==> config.mk <==
export PLATFORM = sky130hd
export DESIGN_NAME = cdf_front_flat
export DESIGN_NICKNAME = d
export VERILOG_FILES = /design/src/hdl/cdf_table_sample_binner_assert.svh /design/src/hdl/cdf_pkg.sv /design/src/hdl/cdf_chan_if.sv /design/src/hdl/cdf_front.sv /design/src/flat_wrapper.sv
export SDC_FILE = /design/constraint.sdc
export NUM_CORES = 1
export LEC_CHECK = 0
export CORE_AREA = 2 2 39 41
export DETAILED_ROUTE_END_ITERATION = 8
export DIE_AREA = 0 0 41 43
export DONT_BUFFER_PORTS = 1
export PLACE_DENSITY = 0.4
export SYNTH_ARGS = -nofsm -noshare
export SYNTH_HDL_FRONTEND = slang
export SYNTH_SLANG_ARGS = --single-unit
==> constraint.sdc <==
create_clock -name vclk -period 0.8
set_input_delay 0.16 -clock vclk [all_inputs]
set_output_delay 0.16 -clock vclk [all_outputs]
set_load 0.02 [all_outputs]
==> src/hdl/cdf_table_sample_binner_assert.svh <==
// Assertion macros used by the sampler's back end (cdf_back).
// Depends on clock and reset signals named clock and reset in the including module.
`ifndef CDF_TABLE_SAMPLE_BINNER_ASSERT_SVH
`define CDF_TABLE_SAMPLE_BINNER_ASSERT_SVH

// Same-cycle implication, checked outside reset.
`define CDF_ASSERT_IMPLY(label, cond, expr) \
   label: assert property (@(posedge clock) disable iff (reset) (cond) |-> (expr)) \
      else $error("cdf same-cycle check failed");

// Next-cycle implication, checked outside reset.
`define CDF_ASSERT_NEXT(label, cond, expr) \
   label: assert property (@(posedge clock) disable iff (reset) (cond) |=> (expr)) \
      else $error("cdf next-cycle check failed");

`endif

==> src/hdl/cdf_pkg.sv <==
// Shared widths, codes, defaults and types of the inverse-CDF sampler.
// No dependencies.
package cdf_pkg;
   localparam int TABLE_DEPTH_DEF = 1024;
   localparam int WEIGHT_BITS_DEF = 24;

   localparam int CMD_W      = 2;
   localparam int IDX_W      = 10;
   localparam int VALUE_W    = 24;
   localparam int BIN_W      = 10;
   localparam int CNT_W      = 32;
   localparam int ENTRIES_W  = 11;
   localparam int LIMIT_W    = 10;
   localparam int CSR_IDX_W  = 1;
   localparam int CSR_DATA_W = 11;

   localparam logic [CMD_W-1:0] CMD_LOAD   = 2'd0;
   localparam logic [CMD_W-1:0] CMD_SAMPLE = 2'd1;
   localparam logic [CMD_W-1:0] CMD_READ   = 2'd2;

   localparam logic [CSR_IDX_W-1:0] CSR_ENTRIES = 1'd0;
   localparam logic [CSR_IDX_W-1:0] CSR_LIMIT   = 1'd1;

   localparam logic [ENTRIES_W-1:0] ENTRIES_RST = 11'd601;
   localparam logic [LIMIT_W-1:0]   LIMIT_RST   = 10'd200;

   localparam int QUEUE_DEPTH = 2;
   localparam int QPTR_W      = $clog2(QUEUE_DEPTH);

   typedef struct packed {
      logic [CMD_W-1:0]   cmd;
      logic [IDX_W-1:0]   index;
      logic               in_range;
      logic [VALUE_W-1:0] weight;
      logic               zero;
   } item_type;

   typedef struct packed {
      logic [ENTRIES_W-1:0] entries;
      logic [LIMIT_W-1:0]   limit;
   } cfg_type;
endpackage

==> src/hdl/cdf_chan_if.sv <==
// Valid/ready channel interfaces for sampler requests and responses.
// Depends on cdf_pkg for field widths.
interface cdf_req_if;
   logic                          valid;
   logic                          ready;
   logic [cdf_pkg::CMD_W-1:0]     cmd;
   logic [cdf_pkg::IDX_W-1:0]     index;
   logic [cdf_pkg::VALUE_W-1:0]   value;

   modport source (output valid, output cmd, output index, output value, input ready);
   modport sink   (input valid, input cmd, input index, input value, output ready);
endinterface


==> src/hdl/cdf_front.sv <==
// Request front end: accepts beats, masks the weight and flags an out-of-range index and a zero weight.
// Depends on cdf_pkg and cdf_req_if.
module cdf_front #(
   parameter int TABLE_DEPTH = cdf_pkg::TABLE_DEPTH_DEF,
   parameter int WEIGHT_BITS = cdf_pkg::WEIGHT_BITS_DEF
) (
   cdf_req_if.sink             req_if,
   input  logic                accept_en,
   input  logic                q_full,
   output logic                push,
   output cdf_pkg::item_type   push_item
);
   localparam bit ALL_IN = (TABLE_DEPTH >= (1 << cdf_pkg::IDX_W));

   logic [cdf_pkg::VALUE_W-1:0] weight;

   assign weight = cdf_pkg::VALUE_W'(WEIGHT_BITS'(req_if.value));

   assign req_if.ready = accept_en && !q_full;
   assign push         = req_if.valid && req_if.ready;

   always_comb begin
      push_item.cmd      = req_if.cmd;
      push_item.index    = req_if.index;
      push_item.in_range = ALL_IN || (req_if.index < cdf_pkg::IDX_W'(TABLE_DEPTH));
      push_item.weight   = weight;
      push_item.zero     = (weight == '0);
   end
endmodule

==> src/flat_wrapper.sv <==
// flat-port wrapper written by rule: the top's interface ports become plain ports
module cdf_front_flat 
#(
   parameter int TABLE_DEPTH = cdf_pkg::TABLE_DEPTH_DEF,
   parameter int WEIGHT_BITS = cdf_pkg::WEIGHT_BITS_DEF
)
  (accept_en, q_full, push, push_item, req_if_valid, req_if_cmd, req_if_index, req_if_value, req_if_ready);
  cdf_req_if req_if_i ();
  input  logic accept_en;
  input  logic q_full;
  output logic push;
  output cdf_pkg::item_type push_item;
  input wire logic [$bits(req_if_i.valid)-1:0] req_if_valid;
  input wire logic [$bits(req_if_i.cmd)-1:0] req_if_cmd;
  input wire logic [$bits(req_if_i.index)-1:0] req_if_index;
  input wire logic [$bits(req_if_i.value)-1:0] req_if_value;
  output wire logic [$bits(req_if_i.ready)-1:0] req_if_ready;
  assign req_if_i.valid = req_if_valid;
  assign req_if_i.cmd = req_if_cmd;
  assign req_if_i.index = req_if_index;
  assign req_if_i.value = req_if_value;
  assign req_if_ready = req_if_i.ready;
  cdf_front #(.TABLE_DEPTH(TABLE_DEPTH), .WEIGHT_BITS(WEIGHT_BITS)) u_core (.req_if(req_if_i), .accept_en(accept_en), .q_full(q_full), .push(push), .push_item(push_item));
endmodule
==> results of run 1 <==
==> cells in the mapped netlist <==
library cell and instances:
nor4_2 1, buf_4 37, nand2_1 1, nor2_1 1, nor4_1 5, nor2b_1 1
conb_1 1, nand4_1 1, and2_1 1
==> cell families (layout without fill, tap and decap cells) <==
| kind of cell | Yosys count | in the layout | synth area share, % |
|---|---|---|---|
| AND/OR/NAND/NOR | 11 | 11 | 19.9 |
| other | 1 | 1 | 1.07 |
| buffers and inverters | 37 | 1 | 79.0 |
==> metrics by stage <==
stage               instance area, µm²  utilization [%]
finish                             171             12.4
global route                       171             12.4
CTS                                171             12.4
detailed placement                 163             11.8
global placement                   163             11.8
floorplan                          413                -
==> power groups by stage <==
stage | Clock (mW) | Sequential [mW] | Combinational, mW
floorplan | 0 | 0 | 0.296
global placement | 0 | 0 | 0.0346
detailed placement | 0 | 0 | 0.0350
CTS | 0 | 0 | 0.0364
global route | 0 | 0 | 0.0383
finish | 0 | 0 | 0.0356
==> area by class of cell <==
cell class                      instances  area [µm²]
Timing Repair Buffer                    1        7.51
Fill cell                             153        1210
Multi-Input combinational cell         12         144
Tap cell                               16        20.0
==> layer usage <==
| layer | global-route usage, % | vias to the layer above | routed length (µm) |
|---|---|---|---|
| met1 | 2.85 | 62 | 84 |
| met5 | 0 | - | 0 |
| met2 | 7.50 | 37 | 230 |
| met3 | 1.05 | 8 | 131 |
| li1 | - | 50 | - |
| met4 | 3.33 | 0 | 16 |
==> critical path, delay by kind of cell <==
family / cells / cell delay, ps
simple gates: 3 / 600
==> worst max-delay path by stage <==
stage | startpoint | slack [ps] | end | cells after the start
after floorplan | req_if_value[19] | -80 | push_item[0] | 3
after global placement | req_if_value[12] | -160 | push_item[0] | 3
after CTS | req_if_value[12] | -150 | push_item[0] | 3
after global routing | req_if_value[19] | -200 | push_item[0] | 3
final | req_if_value[13] | -130 | push_item[0] | 3
after detailed placement | req_if_value[12] | -190 | push_item[0] | 3
==> timing repair <==
| item | in CTS | in global routing |
|---|---|---|
| endpoints found under the setup margin | 1 | 1 |
| gates resized for setup | 1 | 0 |
| setup buffers | 0 | 0 |
| hold endpoints to repair | 0 | 0 |
==> impl_metrics.yaml, run 1 <==
die:
  start_util_pct: 25.4
  fp.dieW_um: 41
  rows: 14
  io_pins: 79
  chipHeight_um: 43
  core_area_um2: 1380
  dieArea_um2: 1760
setup_path:
  cp_data_required_time_ps: 640
  crit_fanout: 2
  crit_chain: "nor4_4 -> nand4_1 -> nor2_4"
  crit_slowest_cell: "nor4_4"
  worstPathArrival_ps: 770
  crit_type: "in2out"
  crit_path_end_kind: "output pin"
  cpPeakStageDelay_ps: 250
  startpoint_type: "input port"
global_route:
  grt_overflow: 0
  grt_start_max_net_pins: 3
  antenna_found_initial: 0
  grt_pass1_vias: 117
  grt.total_usage_pct: 4.00
  grt_pass1_wl_um: 510
synth:
  yosys-top-cells-area: "buf_4 79%, nor4_1 8.9%, nor4_2 3.6%"
  syn_nets: 88
  netlist_instances: 49
  synth_top_area_share_pct: 79.0
  ys_seq_area_share_pct: 0
  yosysWarnings: 0
  syn_area_per_cell_um2: 7.18
  syn_area_um2: 352
  synth_top_area_cell: "buf_4"
  yosysUniqueCellTypes: 9
hold_path:
  holdPathStages: 0
  min_from: "req_if_value[13]"
  timing.hold.worst_endpoint: "push_item[14]"
  min_path_type: "in2out"
placed_design:
  portBuffers: 0
  hpwl_um: 421
  dp_slack_ps: -188
  dp.cells: 29
  gp_congestion: 0.445
route:
  via_count: 157
  drt_pre_antenna_iters: 1
  drt-total-wl_um: 462
  drt_iter0_markers: 0
  wl_per_cell_um: 15.9
  drc: 0
  viasPerCell: 5.41
  ant_nets: 0
final_layout:
  seq_area_um2: 0
  area_delta_synth_final_pct: -51.2
  fin_nets: 54
  final_common_cell: "nor4_4"
  mostFrequentLayoutCells: "4 x nor4_4, 2 x nor4_1"
  n_antenna_cell: 0
  drive_above_1_share_pct: 61.5
  clkbuf_count: 0
  seq_cells: 0
  final_cells: 29
timing:
  slew_viol_final: 0
  hold_viol: 0
  whs_ps: 320
  tns_ps: -129
  post-route-worst-setup-slack_ps: -129
  max_freq_ghz: 1.08
  finalCritPeriodShare_pct: 116
  period_needed_ps: 929
  rsz0062_at_grt: "yes"
  finalSetupViolations: 1
outcome:
  violations: "setup timing"
  status: "finished with violations"
pwr:
  internal-power_mw: 0.0206
  powerDensity_nw_per_um2: 208
  p_total_mw: 0.0356
  power_frac_comb_pct: 100.0
  ir_drop_mv: 0.0711
  pwr-share-clk_pct: 0
  p_leak_nw: 0.0308
  seq_power_share_pct: 0
  p_sw_share_pct: 42.2
  p_sw_mw: 0.0150
flow_run:
  cap_viol_max_count: 0
clocking:
  hold_buffers: 0
No activity file was read; power rests on OpenSTA's default activity.
==> inputs of run 2 (changes only) <==
Settings changed: PLACE_DENSITY 0.4 to 0.39.
Clock period 0.8 ns to 0.9 ns, I/O delays scaled along.
==> run 2 against run 1 <==
Compared with the run above: the flow still finishes with violations (setup timing); core utilization is the same; non-clock buffer count is the same; via count shrank 11%; power shrank 16%; critical endpoint unchanged; largest power group unchanged; highest routed layer unchanged.
==> impl_metrics.yaml, run 2 (same netlist as run 1, synthesis figures left out) <==
outcome:
  status: "finished with violations"
  violations: "setup timing"
setup_path:
  crit_path_end_kind: "output pin"
  path_buf_inv: 0
  crit_type: "in2out"
  startpoint_type: "input port"
  cp_data_required_time_ps: 720
  worstPathArrival_ps: 820
  crit_slowest_cell: "nor4_4"
  cpPeakStageDelay_ps: 260
  crit_path_start: "req_if_value[21]"
  crit_fanout: 2
  path_delay_family: "simple AND/OR/NAND/NOR gates"
  crit_chain: "nor4_4 -> nand4_1 -> nor2_4"
die:
  chipHeight_um: 43
  io_pins: 79
  start_util_pct: 25.4
  dieArea_um2: 1760
  fp.dieW_um: 41
  rows: 14
  core_area_um2: 1380
pwr:
  seq_power_share_pct: 0
  p_sw_share_pct: 44.5
  p_leak_nw: 0.0265
  p_sw_mw: 0.0134
  ir_drop_mv: 0.0699
  powerDensity_nw_per_um2: 175
  power_frac_comb_pct: 100.0
  p_total_mw: 0.0300
  pwr-share-clk_pct: 0
  internal-power_mw: 0.0167
timing:
  rsz0062_at_grt: "yes"
  max_freq_ghz: 1.00
  period_needed_ps: 1000
  finalSetupViolations: 1
  hold_viol: 0
  post-route-worst-setup-slack_ps: -100
  finalCritPeriodShare_pct: 111
  whs_ps: 360
  slew_viol_final: 0
final_layout:
  seq_area_um2: 0
  final_common_cell: "nor4_4"
  n_antenna_cell: 0
  seq_cells: 0
  fin_nets: 54
  final_cells: 29
  area_delta_synth_final_pct: -51.2
  clkbuf_count: 0
  drive_above_1_share_pct: 61.5
global_route:
  grt_start_max_net_pins: 3
  antenna_found_initial: 0
  grt_overflow: 0
  grt_pass1_wl_um: 517
  grt_pass1_vias: 114
  grt.total_usage_pct: 4.10
placed_design:
  gp_congestion: 0.523
  dp_slack_ps: -235
  dp.cells: 29
  hpwl_um: 374
  portBuffers: 0
route:
  drt-total-wl_um: 460
  drc: 0
  via_count: 140
  drt_iter0_markers: 0
  wl_per_cell_um: 15.9
  ant_nets: 0
  viasPerCell: 4.83
  drt_pre_antenna_iters: 1
hold_path:
  min_path_type: "in2out"
  min_from: "req_if_index[2]"
flow_run:
  cap_viol_max_count: 0
run 2: cell counts in the layout (fill, tap and decap cells not counted):
No cell type changed its count.
run 2: routing by layer:
layer	GRT usage, %	part of all wire, %
met1	4.11	24
met2	7.19	48
met3	0.524	23
met4	2.67	3.5
met5	0	0
run 2: power by group through the flow:
stage,registers [mW],logic (mW),clock network (mW)
after floorplan,0,0.256,0
after global placement,0,0.0233,0
after detailed placement,0,0.0235,0
after CTS,0,0.0299,0
after global routing,0,0.0324,0
final,0,0.0300,0
run 2: cell type report:
cell class         instances  area, µm²
multi-input cells         12        144
fillers                  152       1210
well taps                 16       20.0
repair buffers             1       7.51
run 2: repair_timing:
item,in CTS,in global routing
resized for setup,8,1
hold buffers,0,0
pin swaps,3,0
setup endpoints to repair,1,1
buffers inserted,0,0
run 2: path summary, 6_finish.rpt:
kind            end  slack, ps  depth (start not counted)
min   push_item[28]        360                          0
max    push_item[0]       -100                          3
run 2: metrics by stage:
| stage | instance area [µm²] | util, % | setup TNS (ps) |
|---|---|---|---|
| 6_report | 171 | 12.4 | -100 |
| 5_1_grt | 171 | 12.4 | -165 |
| 4_1_cts | 165 | 11.9 | -115 |
| 3_5_place_dp | 106 | 7.69 | -235 |
| 3_3_place_gp | 106 | 7.69 | -218 |
| 2_1_floorplan | 357 | - | -70.3 |
