$ cat config.mk
export PLATFORM = sky130hd
export DESIGN_NAME = cdf_queue
export DESIGN_NICKNAME = d
export VERILOG_FILES = /design/src/hdl/cdf_table_sample_binner_assert.svh /design/src/hdl/cdf_pkg.sv /design/src/hdl/cdf_queue.sv
export SDC_FILE = /design/constraint.sdc
export NUM_CORES = 1
export LEC_CHECK = 0
export BUFFER_PORTS_ARGS = -buffer_cell sky130_fd_sc_hd__buf_2
export CORE_ASPECT_RATIO = 1.4
export CORE_UTILIZATION = 34
export CTS_BUF_LIST = sky130_fd_sc_hd__clkbuf_8
export CTS_CLUSTER_DIAMETER = 50
export DETAILED_ROUTE_END_ITERATION = 7
export GPL_ROUTABILITY_DRIVEN = 0
export HOLD_SLACK_MARGIN = 0.03
export PLACE_DENSITY = 0.61
export SLEW_MARGIN = 20
export SYNTH_ARGS = -nofsm -noshare
export SYNTH_HDL_FRONTEND = slang
export SYNTH_SLANG_ARGS = --single-unit
$ cat constraint.sdc
create_clock -name clock -period 2.8 [get_ports clock]
set_input_delay 0.42 -clock clock [delete_from_list [all_inputs] [get_ports clock]]
set_output_delay 0.42 -clock clock [all_outputs]
set_load 0.05 [all_outputs]
$ cat src/hdl/cdf_table_sample_binner_assert.svh
// Assertion macros used by the sampler's back end (cdf_back).
// Depends on clock and reset signals named clock and reset in the including module.
`ifndef CDF_TABLE_SAMPLE_BINNER_ASSERT_SVH
`define CDF_TABLE_SAMPLE_BINNER_ASSERT_SVH

// Same-cycle implication, checked outside reset.
`define CDF_ASSERT_IMPLY(label, cond, expr) \
   label: assert property (@(posedge clock) disable iff (reset) (cond) |-> (expr)) \
      else $error("cdf same-cycle check failed");

// Next-cycle implication, checked outside reset.
`define CDF_ASSERT_NEXT(label, cond, expr) \
   label: assert property (@(posedge clock) disable iff (reset) (cond) |=> (expr)) \
      else $error("cdf next-cycle check failed");

`endif

$ cat src/hdl/cdf_pkg.sv
// Shared widths, codes, defaults and types of the inverse-CDF sampler.
// No dependencies.
package cdf_pkg;
   localparam int TABLE_DEPTH_DEF = 1024;
   localparam int WEIGHT_BITS_DEF = 24;

   localparam int CMD_W      = 2;
   localparam int IDX_W      = 10;
   localparam int VALUE_W    = 24;
   localparam int BIN_W      = 10;
   localparam int CNT_W      = 32;
   localparam int ENTRIES_W  = 11;
   localparam int LIMIT_W    = 10;
   localparam int CSR_IDX_W  = 1;
   localparam int CSR_DATA_W = 11;

   localparam logic [CMD_W-1:0] CMD_LOAD   = 2'd0;
   localparam logic [CMD_W-1:0] CMD_SAMPLE = 2'd1;
   localparam logic [CMD_W-1:0] CMD_READ   = 2'd2;

   localparam logic [CSR_IDX_W-1:0] CSR_ENTRIES = 1'd0;
   localparam logic [CSR_IDX_W-1:0] CSR_LIMIT   = 1'd1;

   localparam logic [ENTRIES_W-1:0] ENTRIES_RST = 11'd601;
   localparam logic [LIMIT_W-1:0]   LIMIT_RST   = 10'd200;

   localparam int QUEUE_DEPTH = 2;
   localparam int QPTR_W      = $clog2(QUEUE_DEPTH);

   typedef struct packed {
      logic [CMD_W-1:0]   cmd;
      logic [IDX_W-1:0]   index;
      logic               in_range;
      logic [VALUE_W-1:0] weight;
      logic               zero;
   } item_type;

   typedef struct packed {
      logic [ENTRIES_W-1:0] entries;
      logic [LIMIT_W-1:0]   limit;
   } cfg_type;
endpackage

$ cat src/hdl/cdf_queue.sv
// Short FIFO of classified items between the front end and the execution back end.
// Depends on cdf_pkg.
module cdf_queue (
   input  logic               clock,
   input  logic               reset,
   input  logic               push,
   input  cdf_pkg::item_type  push_item,
   output logic               full,
   input  logic               pop,
   output cdf_pkg::item_type  head,
   output logic               empty
);
   localparam int PW = (cdf_pkg::QPTR_W > 0) ? cdf_pkg::QPTR_W : 1;

   cdf_pkg::item_type slot_ff [cdf_pkg::QUEUE_DEPTH];
   logic [PW-1:0] wr_ff, wr_in, rd_ff, rd_in;
   logic [PW:0]   cnt_ff, cnt_in;

   assign full  = (cnt_ff == (PW+1)'(cdf_pkg::QUEUE_DEPTH));
   assign empty = (cnt_ff == '0);
   assign head  = slot_ff[rd_ff];

   always_comb begin
      wr_in  = wr_ff;
      rd_in  = rd_ff;
      cnt_in = cnt_ff;
      if (push) begin
         wr_in = (wr_ff == PW'(cdf_pkg::QUEUE_DEPTH - 1)) ? '0 : wr_ff + 1'b1;
      end
      if (pop) begin
         rd_in = (rd_ff == PW'(cdf_pkg::QUEUE_DEPTH - 1)) ? '0 : rd_ff + 1'b1;
      end
      if (push && !pop) begin
         cnt_in = cnt_ff + 1'b1;
      end else if (pop && !push) begin
         cnt_in = cnt_ff - 1'b1;
      end
   end

   always_ff @(posedge clock) begin
      if (reset) begin
         wr_ff  <= '0;
         rd_ff  <= '0;
         cnt_ff <= '0;
      end else begin
         wr_ff  <= wr_in;
         rd_ff  <= rd_in;
         cnt_ff <= cnt_in;
      end
   end

   always_ff @(posedge clock) begin
      if (push) begin
         slot_ff[wr_ff] <= push_item;
      end
   end
endmodule

==> metrics.md, run 1 <==
| Metric | Value |
|---|---|
| Fin cells | `338` |
| Crit path cell chain | `buf_12 > mux2_2 > buf_2` |
| CP max stage delay | `a little under 600 ps` |
| R2R cell count | `2` |
| Vias in the first global route | `between 1000 and 1500` |
| Post-synth net total | `~180` |
| Slowest CP cell | `dfxtp_2` |
| Maximum vdd drop | `0.2640 mV` |
| Layout area overhead | `23.60%` |
| Wire per inst | `between 15 and 20 µm` |
| Overall power | `2619 µW` |
| Core Box Area | `between 0.008 and 0.009 mm²` |
| Reg2reg end | `slot_ff[1][3]` |
| Top post-synthesis cells by area | `edfxtp_1, mux2_2, dfxtp_1` |
| Final Skew | `around 6.5 ps` |
| Reg2reg start | `wr_ff` |
| CTS Buf Count | `9` |
| Post-Syn Area | `between 0.002 and 0.003 mm²` |
| Clock slew at reported path FFs | `80 ps` |
| RSZ-0062 raised after global routing | `no` |
| FF-to-FF setup slack | `approximately 1200 ps` |
| CTS tree | `done` |
| Most common cell after layout, fill and taps aside | `buf_2` |
| Antenna Nets Post-Route | `0` |
| Clock sink count | `slightly above 80` |
| Sequential area share after synthesis | `roughly four fifths` |
| WS Path Type | `reg2out` |
| Cell family with the largest share of critical-path delay | `flip-flops` |
| Final WL | `just over 5000 µm` |
| Reg power frac | `54.9%` |
| Crit path time final | `about 2200 ps` |
| Switching power | `760.3 µW` |
| Pwr/cell area | `between 700 and 800 mW/mm²` |
| Syn_area_per_cell | `21.09 µm²` |
| CP arrival | `between 1500 and 2000 ps` |
| CTS resizes | `0` |
| Max Transition Viols Final | `0` |
| Yosys cell types | `17` |
| Comb power frac | `a little under a fifth` |
| Post-route DRC | `0` |
| Pre-CTS setup slack | `roughly 990 ps` |
| Worst EP required | `around 2400 ps` |
| CP endpoint kind | `output port` |
| Minimum hold slack | `approximately 270 ps` |
| Final setup vio count | `0` |
| Initial Utilization | `~36%` |
| Die height | `112.3 µm` |
| CTS Root Cell | `clkbuf_8` |
| Gate Count Post-Synth | `140` |
| Worst-path maximum fanout | `24` |
| Clk buf depth | `2` |
| First-pass GRT wire length | `7507 µm` |
| Pint | `approximately 1900 µW` |
| DRT iter0 DRCs | `a little under 90` |
| Fmax | `463.6 MHz` |
| Number of hold violations in the final report | `0` |
| Worst Hold Path Cells | `1` |
| Pin count of the biggest net entering global routing | `39` |
| Worst Hold Class | `in2reg` |
| GRT Total Usage | `11.81%` |
| Area leader, netlist | `edfxtp_1` |
| Placed Cells incl. Taps | `322` |
| Min-Delay Endpoint | `slot_ff[1][20]` |
| Die W | `80.76 µm` |
| # rows | `39` |
| Leakage | `0.001384 µW` |
| Die area | `0.009067 mm²` |
| Hpwl dp | `roughly 3500 µm` |
| Slew headroom | `between 60 and 70%` |
| Worst Min Path Start | `push_item[20]` |
| Post-synth top area share | `slightly below 80%` |
| Total number of vias | `1542` |
| Worst-margin pin slew | `roughly 530 ps` |
| DR vias/cell | `between 4 and 5` |
| Seq cells post-synth | `81` |
| M1 GR Usage | `12.16%` |
| Hold Buf Count CTS | `0` |
| M3 GR Usage | `~4.3%` |
| Yosys warning total | `0` |
| Share of layout cells above drive strength 1 | `58.47%` |
| Worst Slack Setup Final | `between 600 and 700 ps` |
| Port bufs | `slightly above 80` |
| Clk pwr share | `26.3%` |
| Most frequent cells in the layout | `buf_2, edfxtp_1, mux2_2, clkbuf_8, nor2_1` |
| Pre-antenna DRT Iters | `4` |
| Outcome | `finished, final reports clean` |
| Final worst-path cycle share | `77.04%` |
| Initial antenna violation count | `1` |
| Net Sw Frac | `a little under 30%` |
| Worst skew pair latency | `around 340 ps` |
| N_diodes | `0` |
| CTS H-Tree Depth | `3` |
| Met2 usage | `around 20%` |
| Reported max-cap violation count | `0` |
| Grt peak-use layer | `met2` |
| Post-CTS setup buffer count | `0` |
| Fin Setup TNS | `0 ps` |
| CP Buf/Inv Count | `2` |
| Ports | `82` |
| CP Launch Type | `register` |
| Total gr overflow | `0` |
| Nets@finish | `274` |
## stage by stage
stage | cell area (µm²) | util [%]
final | 3650 | 44.00
after detailed placement | 3496 | 42.14
after global routing | 3650 | 44.00
after floorplan | 2953 | -
after CTS | 3650 | 44.00
after global placement | 3496 | 42.14
## power groups by stage
stage	clock network [µW]	logic, µW	registers, µW
floorplan	0	381	1450
global placement	0	495	1460
detailed placement	0	497	1470
CTS	715	498	1440
global route	759	515	1450
finish	690	491	1440
## how the worst max path moves through the flow
stage,endpoint,slack (ps),cells after the start
after global routing,head[24],550,3
after CTS,head[36],600,3
after detailed placement,head[36],990,3
final,head[36],640,3
after floorplan,slot_ff[0][0],240,1
after global placement,head[24],990,3
## cells in the mapped netlist
cell       n
o21ai_0    1
edfxtp_1  76
or3_1      1
nor2b_1    1
buf_6      2
mux2_2    38
a21oi_1    1
ha_1       1
buf_4      1
inv_1      1
xor2_1     2
and2_1     1
and2b_2    1
xnor2_1    2
nor2_1     5
buf_2      1
dfxtp_1    5
## layout make-up
class / count / area (µm²)
fill: 764 / 4646
clock buffer: 9 / 123.9
inverter: 1 / 3.754
tap: 102 / 127.6
timing repair buffer: 84 / 440.4
multi-input combinational: 54 / 540.5
sequential: 81 / 2384
clock inverter: 7 / 30.03
## flip-flops by register name (all words and copies together), names as in the netlist, named ones only
name     count
slot_ff     76
rd_ff        1
cnt_ff       2
wr_ff        1
## layer usage
layer	part of all wire [%]	up-vias
met2	54	43
met3	6.3	11
met1	37	766
met4	2.2	0
li1	-	722
met5	0	-
## cell families (layout without fill, tap and decap cells)
logic type | count (synthesis) | in the layout | share of synthesized area (%)
compound gates | 2 | 2 | 0.3387
xor+xnor | 4 | 4 | 1.187
fa+ha+maj | 1 | 1 | 0.4237
buf+inv | 5 | 101 | 1.313
flops | 81 | 81 | 80.68
mux | 38 | 38 | 14.49
simple gates | 9 | 9 | 1.568
Power figures use the tool's default switching activity.
==> run 2, diff against run 1 <==
- PLACE_DENSITY: 0.61 -> 0.63
- clock period: 2.8 -> 1.75 ns (I/O delays scaled with it)
==> metrics.md, run 2 (synthesis gave the netlist of run 1 again) <==
| Metric | Value |
|---|---|
| Outcome | `finished, final reports clean` |
| CP Launch Type | `register` |
| Die height | `112.3 µm` |
| Total gr overflow | `0` |
| Wire per inst | `15.10 µm` |
| FF-to-FF setup slack | `between 500 and 600 ps` |
| Max reg flops | `76` |
| Most frequent cells in the layout | `edfxtp_1, buf_2, mux2_2, buf_6, clkbuf_8` |
| DR vias/cell | `approximately 4.6` |
| Pint | `between 3000 and 4000 µW` |
| Largest reg by FF count | `slot_ff` |
| Total number of vias | `around 1600` |
| Worst skew pair latency | `roughly 350 ps` |
| Clk buf depth | `2` |
| Max Transition Viols Final | `0` |
| # rows | `39` |
| M1 GR Usage | `around an eighth` |
| R2R cell count | `2` |
| CTS H-Tree Depth | `3` |
| Pre-antenna DRT Iters | `3` |
| Worst Hold Class | `in2reg` |
| Grt peak-use layer | `met2` |
| Met2 usage | `~22%` |
| Antenna Nets Post-Route | `0` |
| Reg power frac | `between 40% and 50%` |
| Switching power | `approximately 1200 µW` |
| Worst EP required | `1490 ps` |
| Layout area overhead | `35.30%` |
| CTS Root Cell | `clkbuf_8` |
| Hpwl dp | `roughly 3300 µm` |
| Net Sw Frac | `around a quarter` |
| N_diodes | `0` |
| Pre-CTS setup slack | `~330 ps` |
| DRT iter0 DRCs | `28` |
| Pwr/cell area | `1166 mW/mm²` |
| CP endpoint kind | `output port` |
| Nets@finish | `between 200 and 300` |
| Number of hold violations in the final report | `0` |
| CP arrival | `1440 ps` |
| Vias in the first global route | `1693` |
| Most common cell after layout, fill and taps aside | `edfxtp_1` |
| CTS tree | `done` |
| Post-CTS setup buffer count | `0` |
| Fill cell count | `between 700 and 800` |
| Initial antenna violation count | `0` |
| Final WL | `between 5000 and 6000 µm` |
| Reported max-cap violation count | `0` |
| Worst-path maximum fanout | `19` |
| Worst-margin pin slew | `~320 ps` |
| Pin count of the biggest net entering global routing | `23` |
| Hold Buf Count CTS | `0` |
| Final worst-path cycle share | `between 90% and 100%` |
| Largest regs | `slot_ff (76), cnt_ff (2)` |
| Leakage | `0.001512 µW` |
| Port bufs | `81` |
| Clock sink count | `81` |
| Slew headroom | `between 70% and 80%` |
| Ports | `just over 80` |
| CTS Buf Count | `9` |
| Fmax | `approximately 590 MHz` |
| Comb power frac | `about 21%` |
| Maximum vdd drop | `slightly below 0.6 mV` |
| Final Skew | `approximately 6.6 ps` |
| Final instance area | `~0.0040 mm²` |
| Core Box Area | `~0.0083 mm²` |
| Final setup vio count | `0` |
| Share of layout cells above drive strength 1 | `59.83%` |
| GRT Total Usage | `12.95%` |
| Worst Slack Setup Final | `between 50 and 60 ps` |
| M3 GR Usage | `~2.5%` |
| WS Path Type | `reg2out` |
| Clock slew at reported path FFs | `around 70 ps` |
| Crit path time final | `approximately 1700 ps` |
| Die area | `0.009067 mm²` |
| Placed cell area | `between 0.003 and 0.004 mm²` |
| Initial Utilization | `between 30% and 40%` |
| RSZ-0062 raised after global routing | `yes` |
| Clk pwr share | `30.3%` |
| Die W | `a little over 80 µm` |
| Worst Hold Path Cells | `1` |
| Post-route DRC | `0` |
| First-pass GRT wire length | `8128 µm` |
## run 2: path summary, 6_finish.rpt
check,end,from
worst min-delay path,slot_ff[0][12],push_item[12]
worst max-delay path,head[31],register
worst max register to register,slot_ff[1][8],wr_ff
worst min register to register,cnt_ff[1],cnt_ff[1]
## run 2: area by class of cell
type,instances,area (µm²),area share (%)
flip-flops and latches,81,2386,59.72
clock buffers,13,178.9,4.479
repair buffers,87,720.7,18.04
inverters,1,3.754,0.09396
well taps,102,127.6,3.194
clock inverters,3,37.54,0.9396
multi-input cells,54,540.5,13.53
## run 2: critical path, cell delays in order, from the launching register on
cell and delay, ps:
dfxtp_4 390, buf_12 170, mux2_2 370, buf_6 160
## run 2: per-stage QoR
step | hold slack (ps) | cells | total power, µW | util (%) | TNS, ps
finish | 98.51 | 341 | 4659 | 48.16 | 0
global route | 75.42 | 341 | 4834 | 48.16 | -63.00
CTS | 73.50 | 341 | 4646 | 46.58 | -9.169
detailed placement | 453.9 | 324 | 3147 | 42.32 | 0
global placement | 450.1 | 324 | 3137 | 42.32 | 0
floorplan | 331.6 | 140 | 2932 | - | 0
## run 2: timing repair
| item | in CTS | in global routing |
|---|---|---|
| pin swaps | 0 | 0 |
| gates resized for setup | 43 | 35 |
| setup endpoints to repair | 38 | 38 |
| gates cloned | 1 | 0 |
## run 2: power by group through the flow
stage	combinational (µW)	clock (µW)	sequential, µW
6_report	960	1410	2290
5_1_grt	1010	1520	2300
4_1_cts	903	1450	2290
3_5_place_dp	816	0	2330
3_3_place_gp	812	0	2330
2_1_floorplan	610	0	2320
## run 2: per-layer routing
metal	part of all wire, %	wire length, µm
met1	37	1910
met2	55	2836
met3	3.3	170
met4	4.5	232
met5	0	0
==> run 3, diff against run 2 <==
- ABC_AREA: unset -> 1
- CTS_CLUSTER_DIAMETER: 50 -> 60
==> metrics.md, run 3 <==
| Metric | Value |
|---|---|
| Outcome | `finished, final reports clean` |
| Fin Setup TNS | `0 ps` |
| Net Sw Frac | `26.51%` |
| Area leader, netlist | `edfxtp_1` |
| Cell family with the largest share of critical-path delay | `flip-flops` |
| Die area | `just over 0.009 mm²` |
| Pint | `3230 µW` |
| Post-synth top area share | `about 75%` |
| Final worst-path cycle share | `between 90% and 100%` |
| Syn_area_per_cell | `roughly 20 µm²` |
| Core Box Area | `0.008658 mm²` |
| CTS tree | `done` |
| Ports | `82` |
| Post-Syn Area | `0.003050 mm²` |
| Reg power frac | `between 50% and 60%` |
| Total number of vias | `1584` |
| Layout area overhead | `29.45%` |
| Wire per inst | `13.74 µm` |
| Hpwl dp | `3210 µm` |
| CP endpoint kind | `output port` |
| Max Transition Viols Final | `0` |
| Most common cell after layout, fill and taps aside | `edfxtp_1` |
| N_diodes | `0` |
| DR vias/cell | `approximately 4.5` |
| Largest regs | `slot_ff (76), cnt_ff (2)` |
| First-pass GRT wire length | `7141 µm` |
| Largest reg by FF count | `slot_ff` |
| Multi-input logic area | `approximately 610 µm²` |
| Worst-margin pin slew | `between 300 and 400 ps` |
| Switching power | `~1200 µW` |
| CP max stage delay | `approximately 400 ps` |
| Die W | `82.05 µm` |
| CP arrival | `between 1000 and 1500 ps` |
| Worst skew pair latency | `~340 ps` |
| Vias in the first global route | `1537` |
| Slew headroom | `slightly below 80%` |
| Final Skew | `approximately 11 ps` |
| Post-synth net total | `194` |
| Initial Utilization | `a little over a third` |
| Clock sink count | `between 80 and 90` |
| Leakage | `roughly 0.0016 µW` |
| CP Launch Type | `register` |
| Total gr overflow | `0` |
| Gate Count Post-Synth | `151` |
| Yosys warning total | `0` |
| Post-route DRC | `0` |
| Die height | `around 110 µm` |
| Most frequent cells in the layout | `edfxtp_1, buf_2, mux2_4, mux2_2, buf_4` |
| Most instantiated cells after synthesis | `edfxtp_1, mux2_4, mux2_2, inv_1, nor2_1` |
| Fmax | `591.4 MHz` |
| Seq cells post-synth | `81` |
| Worst Hold Class | `in2reg` |
| Antenna Nets Post-Route | `0` |
| Clk pwr share | `around 29%` |
| CTS Root Cell | `clkbuf_8` |
| Clock slew at reported path FFs | `around 80 ps` |
| Synth Flop Type | `edfxtp_1` |
| DRT iter0 DRCs | `48` |
| GRT Total Usage | `~11%` |
| Final setup vio count | `0` |
| Worst-path maximum fanout | `12` |
| Hold Buf Count CTS | `0` |
| Top post-synthesis cells by area | `edfxtp_1, mux2_4, mux2_2` |
| Comb power frac | `between 15 and 20%` |
| Number of hold violations in the final report | `0` |
| Pre-antenna DRT Iters | `4` |
| Initial antenna violation count | `0` |
| RSZ-0062 raised after global routing | `no` |
| Share of layout cells above drive strength 1 | `a little under three fifths` |
| Crit path cell chain | `clkbuf_16 > mux2_4 > buf_2` |
| Sequential area share after synthesis | `78.10%` |
| Reported max-cap violation count | `0` |
| Crit path time final | `about 1700 ps` |
| CTS Buf Count | `9` |
| WS Path Type | `reg2out` |
| Slowest CP cell | `dfxtp_4` |
| CP Buf/Inv Count | `2` |
| CTS H-Tree Depth | `3` |
| # rows | `40` |
| Pwr/cell area | `1113 mW/mm²` |
| Clk buf depth | `2` |
| Maximum vdd drop | `0.6227 mV` |
| Nets@finish | `approximately 290` |
| Fill cell count | `a little under 800` |
| Async set-reset flop share out of synthesis | `0%` |
| Port bufs | `81` |
| Yosys cell types | `16` |
| Final WL | `around 4900 µm` |
| Top-count cell post-synth | `edfxtp_1` |
| Pin count of the biggest net entering global routing | `32` |
| Post-Route Utilization | `between 40% and 50%` |
| Worst EP required | `1490 ps` |
| Post-synth EDFFs | `76` |
| Max reg flops | `76` |
| Reg area | `about 0.0024 mm²` |
## run 3: cell count changes after synthesis, moves of 2 or more
cell,delta
mux2_2,-20
mux2_4,+20
inv_1,+8
nand2_1,+5
nor2_1,+2
xor2_1,-2
## run 3: cells by family (layout without fill, tap and decap cells)
kind of cell | Yosys count | after routing | share of synthesized area [%]
and+or+nand+nor | 15 | 15 | 2.010
buffers and inverters | 13 | 112 | 2.379
AOI/OAI and AO/OA | 2 | 2 | 0.3278
muxes | 38 | 38 | 16.49
adders and majority gates | 1 | 1 | 0.4101
DFF | 81 | 81 | 78.10
xor gates and xnor gates | 1 | 1 | 0.2872
## run 3: area by class of cell
cell class | count | share of cell area (%)
sequential | 81 | 60.42
multi-input combinational | 57 | 15.37
clock buffer | 10 | 3.485
tap | 105 | 3.327
clock inverter | 6 | 1.362
timing repair buffer | 87 | 15.18
inverter | 9 | 0.8555
## run 3: timing repair
item                       4_1_cts  5_1_grt
setup endpoints to repair       21       35
setup buffers                    0        0
cloned                           0        1
resized for setup               15       34
## run 3: layer usage
metal | track usage (%) | routed length (µm) | up-vias
li1 | - | - | 760
met1 | 10.84 | 1819 | 764
met2 | 19.45 | 2731 | 53
met3 | 3.984 | 240 | 7
met4 | 5.614 | 87 | 0
met5 | 0 | 0 | -
## run 3: power groups by stage
stage	logic [µW]	clock network, µW	registers, µW
4_1_cts	830	1320	2270
2_1_floorplan	611	0	2300
3_3_place_gp	794	0	2310
5_1_grt	907	1400	2280
3_5_place_dp	803	0	2310
6_report	856	1270	2270
## run 3: final timing paths
check                 from  depth (start not counted)  slack (ps)              to
min reg2reg          rd_ff                          2         520           rd_ff
max reg2reg          wr_ff                          3         500  slot_ff[1][24]
max               register                          3          60         head[6]
min          push_item[35]                          1         100  slot_ff[1][35]
## run 3: through the flow
step | power, µW | hold WS [ps] | worst slack, ps | area, µm² | instances
after detailed placement | 3113 | 454.4 | 332.5 | 3632 | 338
after floorplan | 2913 | 334.9 | 14.48 | 3053 | 151
after global routing | 4582 | 81.30 | 4.670 | 3949 | 355
after CTS | 4417 | 81.51 | 1.414 | 3871 | 354
after global placement | 3099 | 451.4 | 352.7 | 3632 | 338
final | 4395 | 104.0 | 59.10 | 3949 | 355
